## config.mk

```make
export PLATFORM = sky130hd
export DESIGN_NAME = seven_segment_scan_driver_core
export DESIGN_NICKNAME = d
export VERILOG_FILES = /design/src/hdl/ssd_pkg.sv /design/src/hdl/ssd_front.sv /design/src/hdl/ssd_queue.sv /design/src/hdl/ssd_back.sv /design/src/hdl/seven_segment_scan_driver_core.sv
export SDC_FILE = /design/constraint.sdc
export NUM_CORES = 1
export LEC_CHECK = 0
export BUFFER_PORTS_ARGS = -buffer_cell sky130_fd_sc_hd__clkbuf_2
export CORE_UTILIZATION = 50
export DETAILED_ROUTE_END_ITERATION = 7
export PLACE_DENSITY = 0.67
export SYNTH_ARGS = -nofsm -noshare
export SYNTH_HDL_FRONTEND = slang
export SYNTH_SLANG_ARGS = --single-unit
export TNS_END_PERCENT = 10
```

## constraint.sdc

```tcl
create_clock -name i_clk -period 9.28 [get_ports i_clk]
set_input_delay 1.856 -clock i_clk [delete_from_list [all_inputs] [get_ports i_clk]]
set_output_delay 1.856 -clock i_clk [all_outputs]
set_load 0.02 [all_outputs]
```

## src/hdl/ssd_pkg.sv

```systemverilog
// Shared constants and types for the seven-segment scan driver.
`timescale 1ns / 1ps

package ssd_pkg;

    localparam int NUM_DIGITS = 4;
    localparam int POS_W      = (NUM_DIGITS > 2) ? $clog2(NUM_DIGITS) : 1;
    localparam int SEC_DIGITS = NUM_DIGITS / 2;
    localparam int POS_AT_FF  = 255 % NUM_DIGITS;

    localparam logic [7:0] PERIOD_RESET = 8'd160;

    localparam logic OP_LOAD    = 1'b0;
    localparam logic OP_REFRESH = 1'b1;

    localparam int Q_DEPTH = 2;
    localparam int Q_PTR_W = 1;

    typedef logic [3:0]                   t_digit;
    typedef t_digit [NUM_DIGITS-1:0]      t_digit_vec;

    typedef struct packed {
        logic                 is_load;
        t_digit_vec           digits;
        logic [POS_W-1:0]     start_pos;
    } t_cmd;

    typedef enum logic [2:0] {
        FS_IDLE,
        FS_RECIP,
        FS_SPLIT,
        FS_TENS,
        FS_PUSH,
        FS_REM
    } t_front_state;

endpackage

```

## src/hdl/ssd_front.sv

```systemverilog
// Front end: accepts items, splits load values into digits, tracks the scan state.
`timescale 1ns / 1ps

module ssd_front (
    input  logic                  i_clk,
    input  logic                  i_rst_n,
    input  logic                  i_in_valid,
    output logic                  o_in_ready,
    input  logic                  i_opcode,
    input  logic [15:0]           i_seconds,
    input  logic                  i_cfg_wr_en,
    input  logic [7:0]            i_cfg_wr_data,
    output logic                  o_push,
    output ssd_pkg::t_cmd         o_cmd,
    input  logic                  i_q_full
);
    import ssd_pkg::*;

    // floor(x / 60) == (x * 34953) >> 21 for every 16-bit x
    localparam logic [31:0] RECIP60 = 32'd34953;

    function automatic logic [4:0] div10(input logic [7:0] v);
        logic [15:0] p;
        p = 16'(v) * 16'd205;
        return p[15:11];
    endfunction

    function automatic logic [1:0] div100(input logic [7:0] v);
        logic [15:0] p;
        p = 16'(v) * 16'd41;
        return p[13:12];
    endfunction

    t_front_state     r_state, n_state;
    logic [7:0]       r_period, n_period;
    logic [7:0]       r_count, n_count;
    logic [7:0]       r_offset, n_offset;
    logic             r_dir, n_dir;
    logic [POS_W-1:0] r_pos, n_pos;
    logic [15:0]      r_total, n_total;
    logic [10:0]      r_quot, n_quot;
    logic [5:0]       r_secs, n_secs;
    logic [7:0]       r_mins, n_mins;
    logic [2:0]       r_s_q10, n_s_q10;
    logic [4:0]       r_m_q10, n_m_q10;
    logic [1:0]       r_m_q100, n_m_q100;
    logic [8:0]       r_num, n_num;
    logic [8:0]       r_p9, n_p9;
    logic [8:0]       r_rem, n_rem;
    logic [3:0]       r_bit, n_bit;

    logic             accept;
    logic             step;
    logic [8:0]       p9_now;
    logic [8:0]       num_now;
    logic [31:0]      prod;
    logic [16:0]      times60;
    logic [16:0]      diff;
    logic [9:0]       shifted;
    logic [9:0]       trial;
    logic [7:0]       off_step;
    t_digit           s_ones, s_tens, m_ones, m_tens, m_hund;
    t_digit_vec       digits;
    logic [5:0]       s_ones_w;
    logic [7:0]       m_ones_w;
    logic [4:0]       m_tens_w;

    assign o_in_ready = (r_state == FS_IDLE) && !i_q_full;
    assign accept     = i_in_valid && o_in_ready;

    assign p9_now  = (r_period == 8'd0) ? 9'd256 : {1'b0, r_period};
    assign num_now = {1'b0, r_count} + 9'd1;

    assign prod    = 32'(r_total) * RECIP60;
    assign times60 = {r_quot, 6'b0} - {4'b0, r_quot, 2'b0};
    assign diff    = {1'b0, r_total} - times60;

    assign shifted = {r_rem, r_num[r_bit]};
    assign trial   = (shifted >= {1'b0, r_p9}) ? (shifted - {1'b0, r_p9}) : shifted;

    assign off_step = r_dir ? (r_offset - 8'd1) : (r_offset + 8'd1);

    // Decimal digits of seconds (two) and minutes (three)
    assign s_ones_w = r_secs - ({r_s_q10, 3'b0} + {2'b0, r_s_q10, 1'b0});
    assign m_ones_w = r_mins - ({r_m_q10, 3'b0} + {2'b0, r_m_q10, 1'b0});
    assign m_tens_w = r_m_q10 - ({r_m_q100, 3'b0} + {2'b0, r_m_q100, 1'b0});
    assign s_ones   = s_ones_w[3:0];
    assign s_tens   = {1'b0, r_s_q10};
    assign m_ones   = m_ones_w[3:0];
    assign m_tens   = m_tens_w[3:0];
    assign m_hund   = {2'b0, r_m_q100};

    always_comb begin
        for (int i = 0; i < NUM_DIGITS; i++) begin
            if (i < SEC_DIGITS) begin
                if (i == 0) digits[i] = s_ones;
                else if (i == 1) digits[i] = s_tens;
                else digits[i] = '0;
            end else begin
                if (i - SEC_DIGITS == 0) digits[i] = m_ones;
                else if (i - SEC_DIGITS == 1) digits[i] = m_tens;
                else if (i - SEC_DIGITS == 2) digits[i] = m_hund;
                else digits[i] = '0;
            end
        end
    end

    always_comb begin
        n_state  = r_state;
        n_period = i_cfg_wr_en ? i_cfg_wr_data : r_period;
        n_count  = r_count;
        n_offset = r_offset;
        n_dir    = r_dir;
        n_pos    = r_pos;
        n_total  = r_total;
        n_quot   = r_quot;
        n_secs   = r_secs;
        n_mins   = r_mins;
        n_s_q10  = r_s_q10;
        n_m_q10  = r_m_q10;
        n_m_q100 = r_m_q100;
        n_num    = r_num;
        n_p9     = r_p9;
        n_rem    = r_rem;
        n_bit    = r_bit;
        step     = 1'b0;
        o_push   = 1'b0;
        o_cmd.is_load   = 1'b0;
        o_cmd.digits    = digits;
        o_cmd.start_pos = r_pos;

        case (r_state)
            FS_IDLE: begin
                if (accept) begin
                    if (i_opcode == OP_LOAD) begin
                        n_total = i_seconds;
                        n_state = FS_RECIP;
                    end else begin
                        o_push = 1'b1;
                        if (num_now < p9_now) begin
                            n_count = num_now[7:0];
                        end else if (num_now == p9_now) begin
                            n_count = 8'd0;
                            step    = 1'b1;
                        end else begin
                            // count left above a freshly written period
                            n_num   = num_now;
                            n_p9    = p9_now;
                            n_rem   = '0;
                            n_bit   = 4'd8;
                            n_state = FS_REM;
                        end
                    end
                end
            end
            FS_RECIP: begin
                n_quot  = prod[31:21];
                n_state = FS_SPLIT;
            end
            FS_SPLIT: begin
                n_secs  = diff[5:0];
                n_mins  = r_quot[7:0];
                n_state = FS_TENS;
            end
            FS_TENS: begin
                n_s_q10  = 3'(div10({2'b0, r_secs}));
                n_m_q10  = div10(r_mins);
                n_m_q100 = div100(r_mins);
                n_state  = FS_PUSH;
            end
            FS_PUSH: begin
                if (!i_q_full) begin
                    o_push        = 1'b1;
                    o_cmd.is_load = 1'b1;
                    n_state       = FS_IDLE;
                end
            end
            FS_REM: begin
                n_rem = trial[8:0];
                n_bit = r_bit - 4'd1;
                if (r_bit == 4'd0) begin
                    n_count = trial[7:0];
                    step    = (trial == 10'd0);
                    n_state = FS_IDLE;
                end
            end
            default: begin
                n_state = FS_IDLE;
            end
        endcase

        if (step) begin
            n_offset = off_step;
            n_dir    = (off_step == 8'd1 || off_step == 8'(NUM_DIGITS - 2)) ? ~r_dir : r_dir;
            if (r_dir) begin
                if (r_offset == 8'd0) n_pos = POS_W'(POS_AT_FF);
                else if (r_pos == '0) n_pos = POS_W'(NUM_DIGITS - 1);
                else n_pos = r_pos - POS_W'(1);
            end else begin
                if (r_offset == 8'hFF) n_pos = '0;
                else if (r_pos == POS_W'(NUM_DIGITS - 1)) n_pos = '0;
                else n_pos = r_pos + POS_W'(1);
            end
        end
    end

    always_ff @(posedge i_clk) begin
        if (!i_rst_n) begin
            r_state <= FS_IDLE;
        end else begin
            r_state <= n_state;
        end
    end

    always_ff @(posedge i_clk) begin
        if (!i_rst_n) begin
            r_period <= PERIOD_RESET;
            r_count  <= '0;
            r_offset <= '0;
            r_dir    <= 1'b0;
            r_pos    <= '0;
        end else begin
            r_period <= n_period;
            r_count  <= n_count;
            r_offset <= n_offset;
            r_dir    <= n_dir;
            r_pos    <= n_pos;
        end
    end

    always_ff @(posedge i_clk) begin
        r_total  <= n_total;
        r_quot   <= n_quot;
        r_secs   <= n_secs;
        r_mins   <= n_mins;
        r_s_q10  <= n_s_q10;
        r_m_q10  <= n_m_q10;
        r_m_q100 <= n_m_q100;
        r_num    <= n_num;
        r_p9     <= n_p9;
        r_rem    <= n_rem;
        r_bit    <= n_bit;
    end

endmodule

```

## src/hdl/ssd_queue.sv

```systemverilog
// Two-entry command queue between the front end and the frame generator.
`timescale 1ns / 1ps

module ssd_queue (
    input  logic           i_clk,
    input  logic           i_rst_n,
    input  logic           i_push,
    input  ssd_pkg::t_cmd  i_cmd,
    output logic           o_full,
    input  logic           i_pop,
    output ssd_pkg::t_cmd  o_cmd,
    output logic           o_empty
);
    import ssd_pkg::*;

    t_cmd               r_mem [Q_DEPTH];
    logic [Q_PTR_W-1:0] r_wr_ptr, n_wr_ptr;
    logic [Q_PTR_W-1:0] r_rd_ptr, n_rd_ptr;
    logic [Q_PTR_W:0]   r_count, n_count;
    logic               do_push, do_pop;

    assign o_full  = (r_count == (Q_PTR_W + 1)'(Q_DEPTH));
    assign o_empty = (r_count == '0);
    assign o_cmd   = r_mem[r_rd_ptr];
    assign do_push = i_push && !o_full;
    assign do_pop  = i_pop && !o_empty;

    always_comb begin
        n_wr_ptr = do_push ? r_wr_ptr + Q_PTR_W'(1) : r_wr_ptr;
        n_rd_ptr = do_pop ? r_rd_ptr + Q_PTR_W'(1) : r_rd_ptr;
        n_count  = r_count;
        if (do_push && !do_pop) n_count = r_count + (Q_PTR_W + 1)'(1);
        else if (!do_push && do_pop) n_count = r_count - (Q_PTR_W + 1)'(1);
    end

    always_ff @(posedge i_clk) begin
        if (!i_rst_n) begin
            r_wr_ptr <= '0;
            r_rd_ptr <= '0;
            r_count  <= '0;
        end else begin
            r_wr_ptr <= n_wr_ptr;
            r_rd_ptr <= n_rd_ptr;
            r_count  <= n_count;
        end
    end

    always_ff @(posedge i_clk) begin
        if (do_push) begin
            r_mem[r_wr_ptr] <= i_cmd;
        end
    end

endmodule

```

## src/hdl/ssd_back.sv

```systemverilog
// Back end: holds the digit store and emits one registered frame per digit position.
`timescale 1ns / 1ps

module ssd_back (
    input  logic           i_clk,
    input  logic           i_rst_n,
    input  ssd_pkg::t_cmd  i_cmd,
    input  logic           i_q_empty,
    output logic           o_pop,
    output logic           o_out_valid,
    input  logic           i_out_ready,
    output logic [7:0]     o_segment_pattern,
    output logic [7:0]     o_digit_select,
    output logic           o_last_frame
);
    import ssd_pkg::*;

    function automatic logic [7:0] seg_lookup(input t_digit d);
        logic [7:0] p;
        case (d)
            4'd0:    p = 8'b11000000;
            4'd1:    p = 8'b11001111;
            4'd2:    p = 8'b10100100;
            4'd3:    p = 8'b10000110;
            4'd4:    p = 8'b10001011;
            4'd5:    p = 8'b10010010;
            4'd6:    p = 8'b10010000;
            4'd7:    p = 8'b11000111;
            4'd8:    p = 8'b10000000;
            4'd9:    p = 8'b10000010;
            default: p = 8'b11000000;
        endcase
        return p;
    endfunction

    t_digit_vec       r_store;
    logic             r_active, n_active;
    logic [POS_W-1:0] r_pos, n_pos;
    logic [POS_W-1:0] r_cnt, n_cnt;
    logic             r_out_valid, n_out_valid;
    logic [7:0]       r_seg, r_sel;
    logic             r_last;

    logic             emit;
    logic             last_now;
    logic [7:0]       pat;

    assign emit     = r_active && (!r_out_valid || i_out_ready);
    assign last_now = (r_cnt == POS_W'(NUM_DIGITS - 1));
    assign o_pop    = !i_q_empty && (!r_active || (emit && last_now));

    always_comb begin
        pat = seg_lookup(r_store[r_pos]);
        if (r_pos == POS_W'(1)) pat[7] = 1'b0;
    end

    always_comb begin
        n_active    = r_active;
        n_pos       = r_pos;
        n_cnt       = r_cnt;
        n_out_valid = r_out_valid;
        if (i_out_ready) n_out_valid = 1'b0;
        if (emit) begin
            n_out_valid = 1'b1;
            n_cnt       = r_cnt + POS_W'(1);
            n_pos       = (r_pos == POS_W'(NUM_DIGITS - 1)) ? '0 : r_pos + POS_W'(1);
            if (last_now) n_active = 1'b0;
        end
        if (o_pop && !i_cmd.is_load) begin
            n_active = 1'b1;
            n_pos    = i_cmd.start_pos;
            n_cnt    = '0;
        end
    end

    always_ff @(posedge i_clk) begin
        if (!i_rst_n) begin
            r_active    <= 1'b0;
            r_pos       <= '0;
            r_cnt       <= '0;
            r_out_valid <= 1'b0;
            r_store     <= '0;
        end else begin
            r_active    <= n_active;
            r_pos       <= n_pos;
            r_cnt       <= n_cnt;
            r_out_valid <= n_out_valid;
            if (o_pop && i_cmd.is_load) begin
                r_store <= i_cmd.digits;
            end
        end
    end

    always_ff @(posedge i_clk) begin
        if (emit) begin
            r_seg  <= pat;
            r_sel  <= 8'd1 << r_pos;
            r_last <= last_now;
        end
    end

    assign o_out_valid       = r_out_valid;
    assign o_segment_pattern = r_seg;
    assign o_digit_select    = r_sel;
    assign o_last_frame      = r_last;

endmodule

```

## src/hdl/seven_segment_scan_driver_core.sv

```systemverilog
// Top level of the seven-segment scan driver: front end, command queue, frame generator.
`timescale 1ns / 1ps

// Usage
//   Input channel (i_in_valid / o_in_ready): each item carries i_opcode and
//   i_seconds. A load item (OP_LOAD) converts i_seconds to minutes:seconds
//   and stores the decimal digits; it produces no frames. A refresh item
//   (OP_REFRESH) produces NUM_DIGITS frames on the output channel.
//   Output channel (o_out_valid / i_out_ready): one frame per digit position
//   with an active-low segment pattern, a one-hot digit select, and
//   o_last_frame on the final frame of the refresh.
//   Configuration: i_cfg_wr_en loads i_cfg_wr_data as the rotate period.
// Timing
//   A refresh is queued, then taken up by the frame generator, whose single
//   frame output register holds each frame; frames follow one per cycle
//   while the receiver is ready, and the next refresh is popped as the last
//   frame is emitted, so back-to-back refreshes leave no gap. A load passes
//   through reciprocal multiply, split, tens and push. A refresh that finds
//   its counter above a newly written period runs the bit-serial remainder.
// Reset and stall
//   Reset clears the digit store, refresh counter, offset and direction,
//   and sets the period to 160. A stalled receiver holds the current frame;
//   the two-entry queue keeps the front end accepting until it fills.
module seven_segment_scan_driver_core (
    input  logic        i_clk,
    input  logic        i_rst_n,
    input  logic        i_in_valid,
    output logic        o_in_ready,
    input  logic        i_opcode,
    input  logic [15:0] i_seconds,
    input  logic        i_cfg_wr_en,
    input  logic [7:0]  i_cfg_wr_data,
    output logic        o_out_valid,
    input  logic        i_out_ready,
    output logic [7:0]  o_segment_pattern,
    output logic [7:0]  o_digit_select,
    output logic        o_last_frame
);
    import ssd_pkg::*;

    logic q_push, q_full, q_pop, q_empty;
    t_cmd push_cmd, head_cmd;

    // Accept items, split load values into digits, advance the scan offset
    ssd_front u_front (
        .i_clk         (i_clk),
        .i_rst_n       (i_rst_n),
        .i_in_valid    (i_in_valid),
        .o_in_ready    (o_in_ready),
        .i_opcode      (i_opcode),
        .i_seconds     (i_seconds),
        .i_cfg_wr_en   (i_cfg_wr_en),
        .i_cfg_wr_data (i_cfg_wr_data),
        .o_push        (q_push),
        .o_cmd         (push_cmd),
        .i_q_full      (q_full)
    );

    // Hold commands so the front end and frame generator stall independently
    ssd_queue u_queue (
        .i_clk   (i_clk),
        .i_rst_n (i_rst_n),
        .i_push  (q_push),
        .i_cmd   (push_cmd),
        .o_full  (q_full),
        .i_pop   (q_pop),
        .o_cmd   (head_cmd),
        .o_empty (q_empty)
    );

    // Apply loads in order and drive frames
    ssd_back u_back (
        .i_clk             (i_clk),
        .i_rst_n           (i_rst_n),
        .i_cmd             (head_cmd),
        .i_q_empty         (q_empty),
        .o_pop             (q_pop),
        .o_out_valid       (o_out_valid),
        .i_out_ready       (i_out_ready),
        .o_segment_pattern (o_segment_pattern),
        .o_digit_select    (o_digit_select),
        .o_last_frame      (o_last_frame)
    );

    a_no_push_when_full: assert property (@(posedge i_clk) disable iff (!i_rst_n)
        q_push |-> !q_full)
        else $error("command pushed into a full queue");

    a_no_pop_when_empty: assert property (@(posedge i_clk) disable iff (!i_rst_n)
        q_pop |-> !q_empty)
        else $error("command popped from an empty queue");

    a_select_onehot: assert property (@(posedge i_clk) disable iff (!i_rst_n)
        o_out_valid |-> $onehot(o_digit_select))
        else $error("digit select is not one-hot");

endmodule

```

==> results of run 1 <==
worst paths after layout:
path | endpoint | slack [ns]
max | u_front.r_quot[6] | 4.59
min | u_front.r_mins[5] | 0.42
max reg2reg | u_front.r_quot[6] | 4.59
min reg2reg | u_front.r_mins[5] | 0.42
through the flow:
stage | setup slack, ns | power (mW) | cell area (um2) | cells | hold slack [ns]
after floorplan | 4.986 | 2.990 | 13100 | 1236 | 0.4003
after global placement | 4.730 | 3.441 | 13610 | 1577 | 0.4111
after detailed placement | 4.616 | 3.515 | 13610 | 1577 | 0.4054
after CTS | 4.587 | 4.273 | 14220 | 1609 | 0.4240
after global routing | 4.318 | 4.666 | 14220 | 1609 | 0.4306
final | 4.593 | 4.220 | 14220 | 1609 | 0.4223
synth_stat cells (7+ instances only):
cell type,instances
and2_1,7
and3_1,12
nand2_1,55
nand2b_1,18
o21bai_1,9
ha_1,229
fa_1,41
o21a_1,9
dfxtp_1,56
a21o_1,17
a21oi_1,53
clkbuf_1,29
xnor2_1,45
mux2i_1,33
xor2_1,16
nor3_1,16
nor2_1,88
nand4_1,15
inv_1,176
a211oi_1,23
edfxtp_1,127
o21ai_0,33
nand3_1,17
cells by family (layout without fill, tap and decap cells):
group / count (synthesis) / after routing
AO/OA/AOI/OAI: 195 / 195
flip-flops: 183 / 183
XOR/XNOR: 62 / 62
adder cells (fa/ha/maj): 270 / 270
other: 1 / 4
buffers and inverters: 215 / 258
multiplexers: 41 / 41
AND/OR/NAND/NOR: 266 / 266
sequential cells by signal, summed over array words and instances, names as in the netlist, 3 cells and up, named ones only:
signal                    count
u_back.o_digit_select         4
u_back.o_segment_pattern      8
u_back.r_store               15
u_front.r_bit                 4
u_front.r_count               8
u_front.r_m_q10               4
u_front.r_mins                8
u_front.r_num                 9
u_front.r_offset              8
u_front.r_p9                  9
u_front.r_period              8
u_front.r_quot                8
u_front.r_rem                 9
u_front.r_s_q10               3
u_front.r_secs                6
u_front.r_state               3
u_front.r_total              16
u_queue.r_mem                36
power by group through the flow:
stage	logic [mW]	clock network, mW	registers, mW
2_1_floorplan	1.73	0	1.26
3_3_place_gp	2.13	0	1.31
3_5_place_dp	2.20	0	1.32
4_1_cts	2.22	0.758	1.30
5_1_grt	2.56	0.788	1.32
6_report	2.19	0.741	1.29
layout by cell type (no fill, tap or decap), drive strengths merged, types with 4 or more instances in the layout:
cell    instances
nor3           16
a211oi         23
nand4          15
clkinv          5
a41oi           5
o21bai          9
a22o            4
edfxtp        127
nor4            6
or3             4
o211ai          6
o311ai          5
dfxtp          56
or2             6
ha            229
xnor2          45
or4             6
xor2           16
mux4            5
mux2i          33
o21ai          33
o21a            9
nand2          56
buf             6
nor3b           6
fa             41
o31a            4
and2            7
nand3          17
nor2b           6
and3           12
a21oi          53
inv           184
nor2           89
clkbuf         62
a21o           17
conb            4
nand2b         18
layout make-up:
type,count,area [um2]
Clock buffer,18,429.2
Clock inverter,14,178.9
Fill cell,2201,11180
Inverter,176,660.6
Multi-Input combinational cell,838,7335
Sequential cell,183,4935
Tap cell,330,412.9
Timing Repair Buffer,50,265.3
worst max-delay path, stage by stage, from the launching register on:
cell and delay (ns):
edfxtp_1 0.43, ha_1 0.36, fa_1 0.59, inv_1 0.08
fa_1 0.50, inv_1 0.04, ha_1 0.29, ha_1 0.30
ha_1 0.31, a21o_1 0.17, a21oi_1 0.15, o211ai_1 0.16
a221oi_1 0.36, nor2_1 0.17, a31o_2 0.29, a21oi_1 0.17
xnor2_1 0.08
per-layer routing:
metal / up-vias / global-route usage [%] / share of wire, %
met5: - / 0 / 0
met4: 0 / 4.588 / 1.1
met3: 22 / 2.298 / 2.7
met2: 117 / 31.91 / 48
met1: 4125 / 25.45 / 48
li1: 4395 / - / -
==> summary.md, run 1 <==
| Metric | Value |
|---|---|
| Status | `complete, no violations` |
| Mean routed wirelength per cell | `14.68 um` |
| Compound-cell area share of the yosys netlist | `9.893%` |
| Largest net degree at the start of global routing | `31` |
| Logic pwr share | `51.8%` |
| Die W | `163.8 um` |
| #FFs+latches synth | `183` |
| Core Area | `approximately 25000 um2` |
| Remaining global-route overflow | `0` |
| CP startpoint kind | `register` |
| CTS Buf Count | `17` |
| Cell variety after synth | `65` |
| Initial antenna violation count | `0` |
| Vias/cell | `5.382` |
| Clock Sinks | `183` |
| TritonCTS clock tree | `yes` |
| CP max FO | `4` |
| Worst hold path cell count | `0` |
| Combinational family with the most area after synthesis | `adder cells` |
| Final critical-path required period | `4.687 ns` |
| Psw | `around 1.7 mW` |
| Skew final | `0.01212 ns` |
| Final worst path period share | `50.50%` |
| Final hold violations | `0` |
| Min-Delay Path Class | `reg2reg` |
| Post-CTS Setup Bufs | `0` |
| Final Core Density | `roughly 56%` |
| Power Internal | `2.518 mW` |
| Setup TNS Final | `0 ns` |
| Worst endpoint required time | `9.47 ns` |
| Max-slew violation count | `0` |
| Die Area | `about 27000 um2` |
| Sw Ratio | `approximately two fifths` |
| Ports | `49` |
| Post-route DRC | `0` |
| CP Launch Point | `u_front.r_total[2]` |
| Cell count after synthesis | `1233` |
| Worst-Margin Slew | `1.068 ns` |
| Synth Area in Simple Gates | `about 9.9%` |
| Xor and xnor area share after synthesis | `4.253%` |
| Drt pass-1 iters | `5` |
| Post-CTS sizing | `0` |
| Clk pwr share | `17.6%` |
| Seq pwr share | `30.7%` |
| H-tree Lvls | `4` |
| Critical path class | `reg2reg` |
| DPL Wire Length | `18.87 mm` |
| Routed Antenna Nets | `0` |
| Synth area leader | `edfxtp_1` |
| Synth top area cells | `edfxtp_1 29%, ha_1 22%, dfxtp_1 8.6%` |
| DR iter-0 viols | `about 440` |
| EDFF count, synth | `127` |
| Synth Cell Area | `13090 um2` |
| Pleak | `6.529 nW` |
| I/O Buffers | `between 40 and 50` |
| Synth async-reset ratio | `0%` |
| Top-area cell type share of the netlist area | `29.13%` |
| Vias in the first global route | `about 8500` |
| Synth Flop Type | `edfxtp_1` |
| Peak supply drop | `0.0002467 V` |
| First-pass GRT wire length | `approximately 40 mm` |
| Post-synthesis mux area share | `3.642%` |
| Die Y | `approximately 160 um` |
| Mean area per synthesized cell | `10.62 um2` |
| Layout cell share with drive strength beyond 1 | `8.131%` |
| Number of diodes | `0` |
| Worst r2r src | `u_front.r_total[2]` |
| Power per cell area | `296.9 nW/um2` |
| Worst Reg-to-Reg Cells | `16` |
| Synth Area in Adders | `approximately 28%` |
| Yosys warning total | `0` |
| # setup viols final | `0` |
| Relative slew slack | `28.77%` |
| Vias post-DR | `8659` |
| GP Congestion | `0.8661` |
| Register area share after synthesis | `between 30% and 40%` |
| Cts hold-fix bufs | `0` |
| Clk_lat worst skew | `0.43 ns` |
| CTS max path bufs | `2` |
| Final wirelength | `23.63 mm` |
| Synth-to-Final Area Change | `8.602%` |
| Final net count | `1566` |
| CP arrival | `4.87 ns` |
| CP Capture Type | `register` |
| RSZ-0062 raised after global routing | `no` |
| Max cap viols | `0` |
| Total GRT Usage | `18.79%` |
| Clk root buf | `clkbuf_16` |
| Hold_sp | `u_front.r_quot[5]` |
| Core Rows | `58` |
| F_max | `about 210 MHz` |
| Initial Util | `51.54%` |
| CTS clock-pin slew for the worst setup and hold paths | `0.08 ns` |
No activity file was read; power rests on OpenSTA's default activity.
==> inputs of run 2 (changes only) <==
--- a/config.mk
+++ b/config.mk
@@ -8,7 +8,7 @@
 export BUFFER_PORTS_ARGS = -buffer_cell sky130_fd_sc_hd__clkbuf_2
 export CORE_UTILIZATION = 50
 export DETAILED_ROUTE_END_ITERATION = 7
-export PLACE_DENSITY = 0.67
+export PLACE_DENSITY = 0.69
 export SYNTH_ARGS = -nofsm -noshare
 export SYNTH_HDL_FRONTEND = slang
 export SYNTH_SLANG_ARGS = --single-unit
==> constraint.sdc (replaced) <==
create_clock -name i_clk -period 4.3 [get_ports i_clk]
set_input_delay 0.86 -clock i_clk [delete_from_list [all_inputs] [get_ports i_clk]]
set_output_delay 0.86 -clock i_clk [all_outputs]
set_load 0.02 [all_outputs]
==> run 2 against run 1 <==
Critical path depth unchanged. Clock skew up 0.0032 ns. Core utilization rose by 2.4 points. Sequential power grew 110%. Cell area is 4.2% higher. Setup slack worse by 4.5 ns. Wire length rose by 4.6%. Critical path type unchanged.
==> summary.md, run 2 (synthesis results as in run 1) <==
| Metric | Value |
|---|---|
| Skew final | `0.01532 ns (+0.003193 ns)` |
| Power, Total | `10.10 mW (+140%)` |
| Layout cell share with drive strength beyond 1 | `13.93% (+5.8 points)` |
| Die Area | `26830 um2 (unchanged)` |
| CTS Buf Count | `17 (unchanged)` |
| Ports | `49 (unchanged)` |
| Min-Delay Path Class | `reg2reg` |
| Seq pwr share | `27.1% (-3.6 points)` |
| Fillers | `2102 (-4.5%)` |
| Setup TNS Final | `0 ns (unchanged)` |
| Largest net degree at the start of global routing | `41 (+32%)` |
| Post-route DRC | `0 (unchanged)` |
| Status | `complete, no violations` |
| Vias/cell | `5.349 (-0.61%)` |
| Logic pwr share | `57.2% (+5.4 points)` |
| Max cap viols | `0 (unchanged)` |
| Synth-to-Final Area Change | `13.19%` |
| Pleak | `6.751 nW (+3.4%)` |
| Number of diodes | `0 (unchanged)` |
| Slowest stage delay, CP | `0.53 ns (-0.06 ns)` |
| CP Cell Sequence | `ha_4 -> inv_2 -> fa_2 -> fa_1 -> inv_1 -> ha_1 -> ha_1 -> ha_2 -> a21o_1 -> a21oi_2 -> o211ai_1 -> a221oi_4 -> nor2_2 -> a31o_2 -> a21oi_2 -> xnor2_1` |
| Most frequent cells in the layout | `212 x ha_1, 174 x inv_1, 127 x edfxtp_1` |
| Clk pwr share | `15.8% (-1.8 points)` |
| CP max stage cell | `fa_1` |
| RSZ-0062 raised after global routing | `yes` |
| Clock Sinks | `183 (unchanged)` |
| Final wirelength | `24.71 mm (+4.6%)` |
| Design area | `14820 um2 (+4.2%)` |
| Vias in the first global route | `8421 (-1.0%)` |
| TritonCTS clock tree | `yes` |
| Commonest non-fill, non-tap cell in the layout | `ha_1` |
| CTS clock-pin slew for the worst setup and hold paths | `0.08 ns (about the same)` |
| Psw | `4.042 mW (+140%)` |
| Worst-Margin Slew | `1.151 ns (+0.08216 ns)` |
| Final critical-path required period | `4.188 ns (-0.4987 ns)` |
| Final WS setup | `0.1121 ns (-4.481 ns)` |
| Most flops, register | `u_queue.r_mem` |
| F_max | `238.8 MHz (+12%)` |
| Critical path class | `reg2reg` |
| Pre-CTS setup slack | `-0.2413 ns (-4.857 ns)` |
| Core Rows | `58 (unchanged)` |
| Max FFs per register | `36 (unchanged)` |
| Final worst path period share | `97.39% (+47 points)` |
| Routed Antenna Nets | `0 (unchanged)` |
| Core Area | `25400 um2 (unchanged)` |
| Top flop regs | `u_queue.r_mem: 36 flops, u_front.r_total: 16 flops, u_back.r_store: 15 flops` |
| Vias post-DR | `8831 (+2.0%)` |
| Post-DP Area | `13860 um2 (+1.9%)` |
| First-pass GRT wire length | `40.11 mm (-0.43%)` |
| DPL Wire Length | `19.14 mm (+1.4%)` |
| Die Y | `163.8 um (unchanged)` |
| CTS max path bufs | `2 (unchanged)` |
| Clk root buf | `clkbuf_16` |
| I/O Buffers | `44 (unchanged)` |
| Die W | `163.8 um (unchanged)` |
| Power Internal | `6.059 mW (+140%)` |
| Mean routed wirelength per cell | `14.97 um (+1.9%)` |
| Clk_lat worst skew | `0.43 ns (about the same)` |
| Remaining global-route overflow | `0 (unchanged)` |
| CP arrival | `4.36 ns (-0.51 ns)` |
| Initial antenna violation count | `0 (unchanged)` |
| CP Capture Type | `register` |
| Final net count | `1608 (+2.7%)` |
| CP startpoint kind | `register` |
| Cts hold-fix bufs | `0 (unchanged)` |
| Peak supply drop | `0.0007704 V (+210%)` |
| WHS | `0.4247 ns (+0.002451 ns)` |
| H-tree Lvls | `4 (unchanged)` |
| Drt pass-1 iters | `5 (unchanged)` |
| GP Congestion | `0.8724 (+0.73%)` |
| Power per cell area | `681.7 nW/um2 (+130%)` |
| Final hold violations | `0 (unchanged)` |
| CP max FO | `3 (-1)` |
| Max-slew violation count | `0 (unchanged)` |
| Total GRT Usage | `18.81% (about the same)` |
| Sw Ratio | `40.02% (-0.32 points)` |
| # setup viols final | `0 (unchanged)` |
| Relative slew slack | `22.96% (-5.8 points)` |
| DR iter-0 viols | `446 (+1.6%)` |
| Initial Util | `51.54% (unchanged)` |
| Worst endpoint required time | `4.48 ns (-4.99 ns)` |
-- run 2: changes by cell type in the layout (fill, tap and decap cells not counted), sizes merged --
cell / change
bufinv: -1
clkbuf: +3
buf: +42
clkinv: -2
-- run 2: layout make-up --
type	count	area [um2]	area share [%]
clock buffers	21	514.2	3.471
clock inverters	11	92.59	0.6249
inverters	176	660.6	4.459
multi-input cells	838	7617	51.41
flip-flops and latches	183	4935	33.31
well taps	330	412.9	2.787
repair buffers	92	584.3	3.944
-- run 2: timing repair --
| item | in CTS | in global routing |
|---|---|---|
| hold endpoints to repair | 0 | 0 |
| buffers inserted | 2 | 6 |
| gates resized for setup | 8 | 37 |
| pin swaps | 2 | 17 |
| endpoints found under the setup margin | 5 | 10 |
-- run 2: per-layer routing --
metal | vias up | global-route usage [%] | share of wire [%]
li1 | 4491 | - | -
met1 | 4188 | 25.21 | 48
met2 | 120 | 31.97 | 48
met3 | 32 | 2.778 | 2.5
met4 | 0 | 4.377 | 1.2
met5 | - | 0 | 0
-- run 2: final timing paths --
kind | slack, ns | cells after the start | start | endpoint
setup reg to reg | 0.11 | 16 | u_front.r_total[5] | u_front.r_quot[6]
setup / recovery | 0.11 | 16 | u_front.r_total[5] | u_front.r_quot[6]
hold reg to reg | 0.42 | 0 | u_front.r_quot[4] | u_front.r_mins[4]
hold / removal | 0.42 | 0 | u_front.r_quot[4] | u_front.r_mins[4]
-- run 2: stage by stage --
stage,instances,utilization [%]
finish,1651,58.34
global route,1651,58.34
CTS,1645,57.17
detailed placement,1611,54.58
global placement,1611,54.58
floorplan,1236,-
-- run 2: critical path, delay by kind of cell (launching register included) --
family | cells | cell delay, ns
simple gates | 1 | 0.08
buf+inv | 2 | 0.11
compound gates | 6 | 1.21
xor+xnor | 1 | 0.07
fa+ha+maj | 6 | 2.02
flops | 1 | 0.44
-- run 2: power by group through the flow --
stage / Combinational [mW] / Sequential [mW] / Clock (mW)
floorplan: 3.73 / 2.72 / 0
CTS: 5.19 / 2.73 / 1.62
global route: 6.56 / 2.78 / 1.69
finish: 5.77 / 2.73 / 1.59
global placement: 4.88 / 2.75 / 0
detailed placement: 5.07 / 2.77 / 0
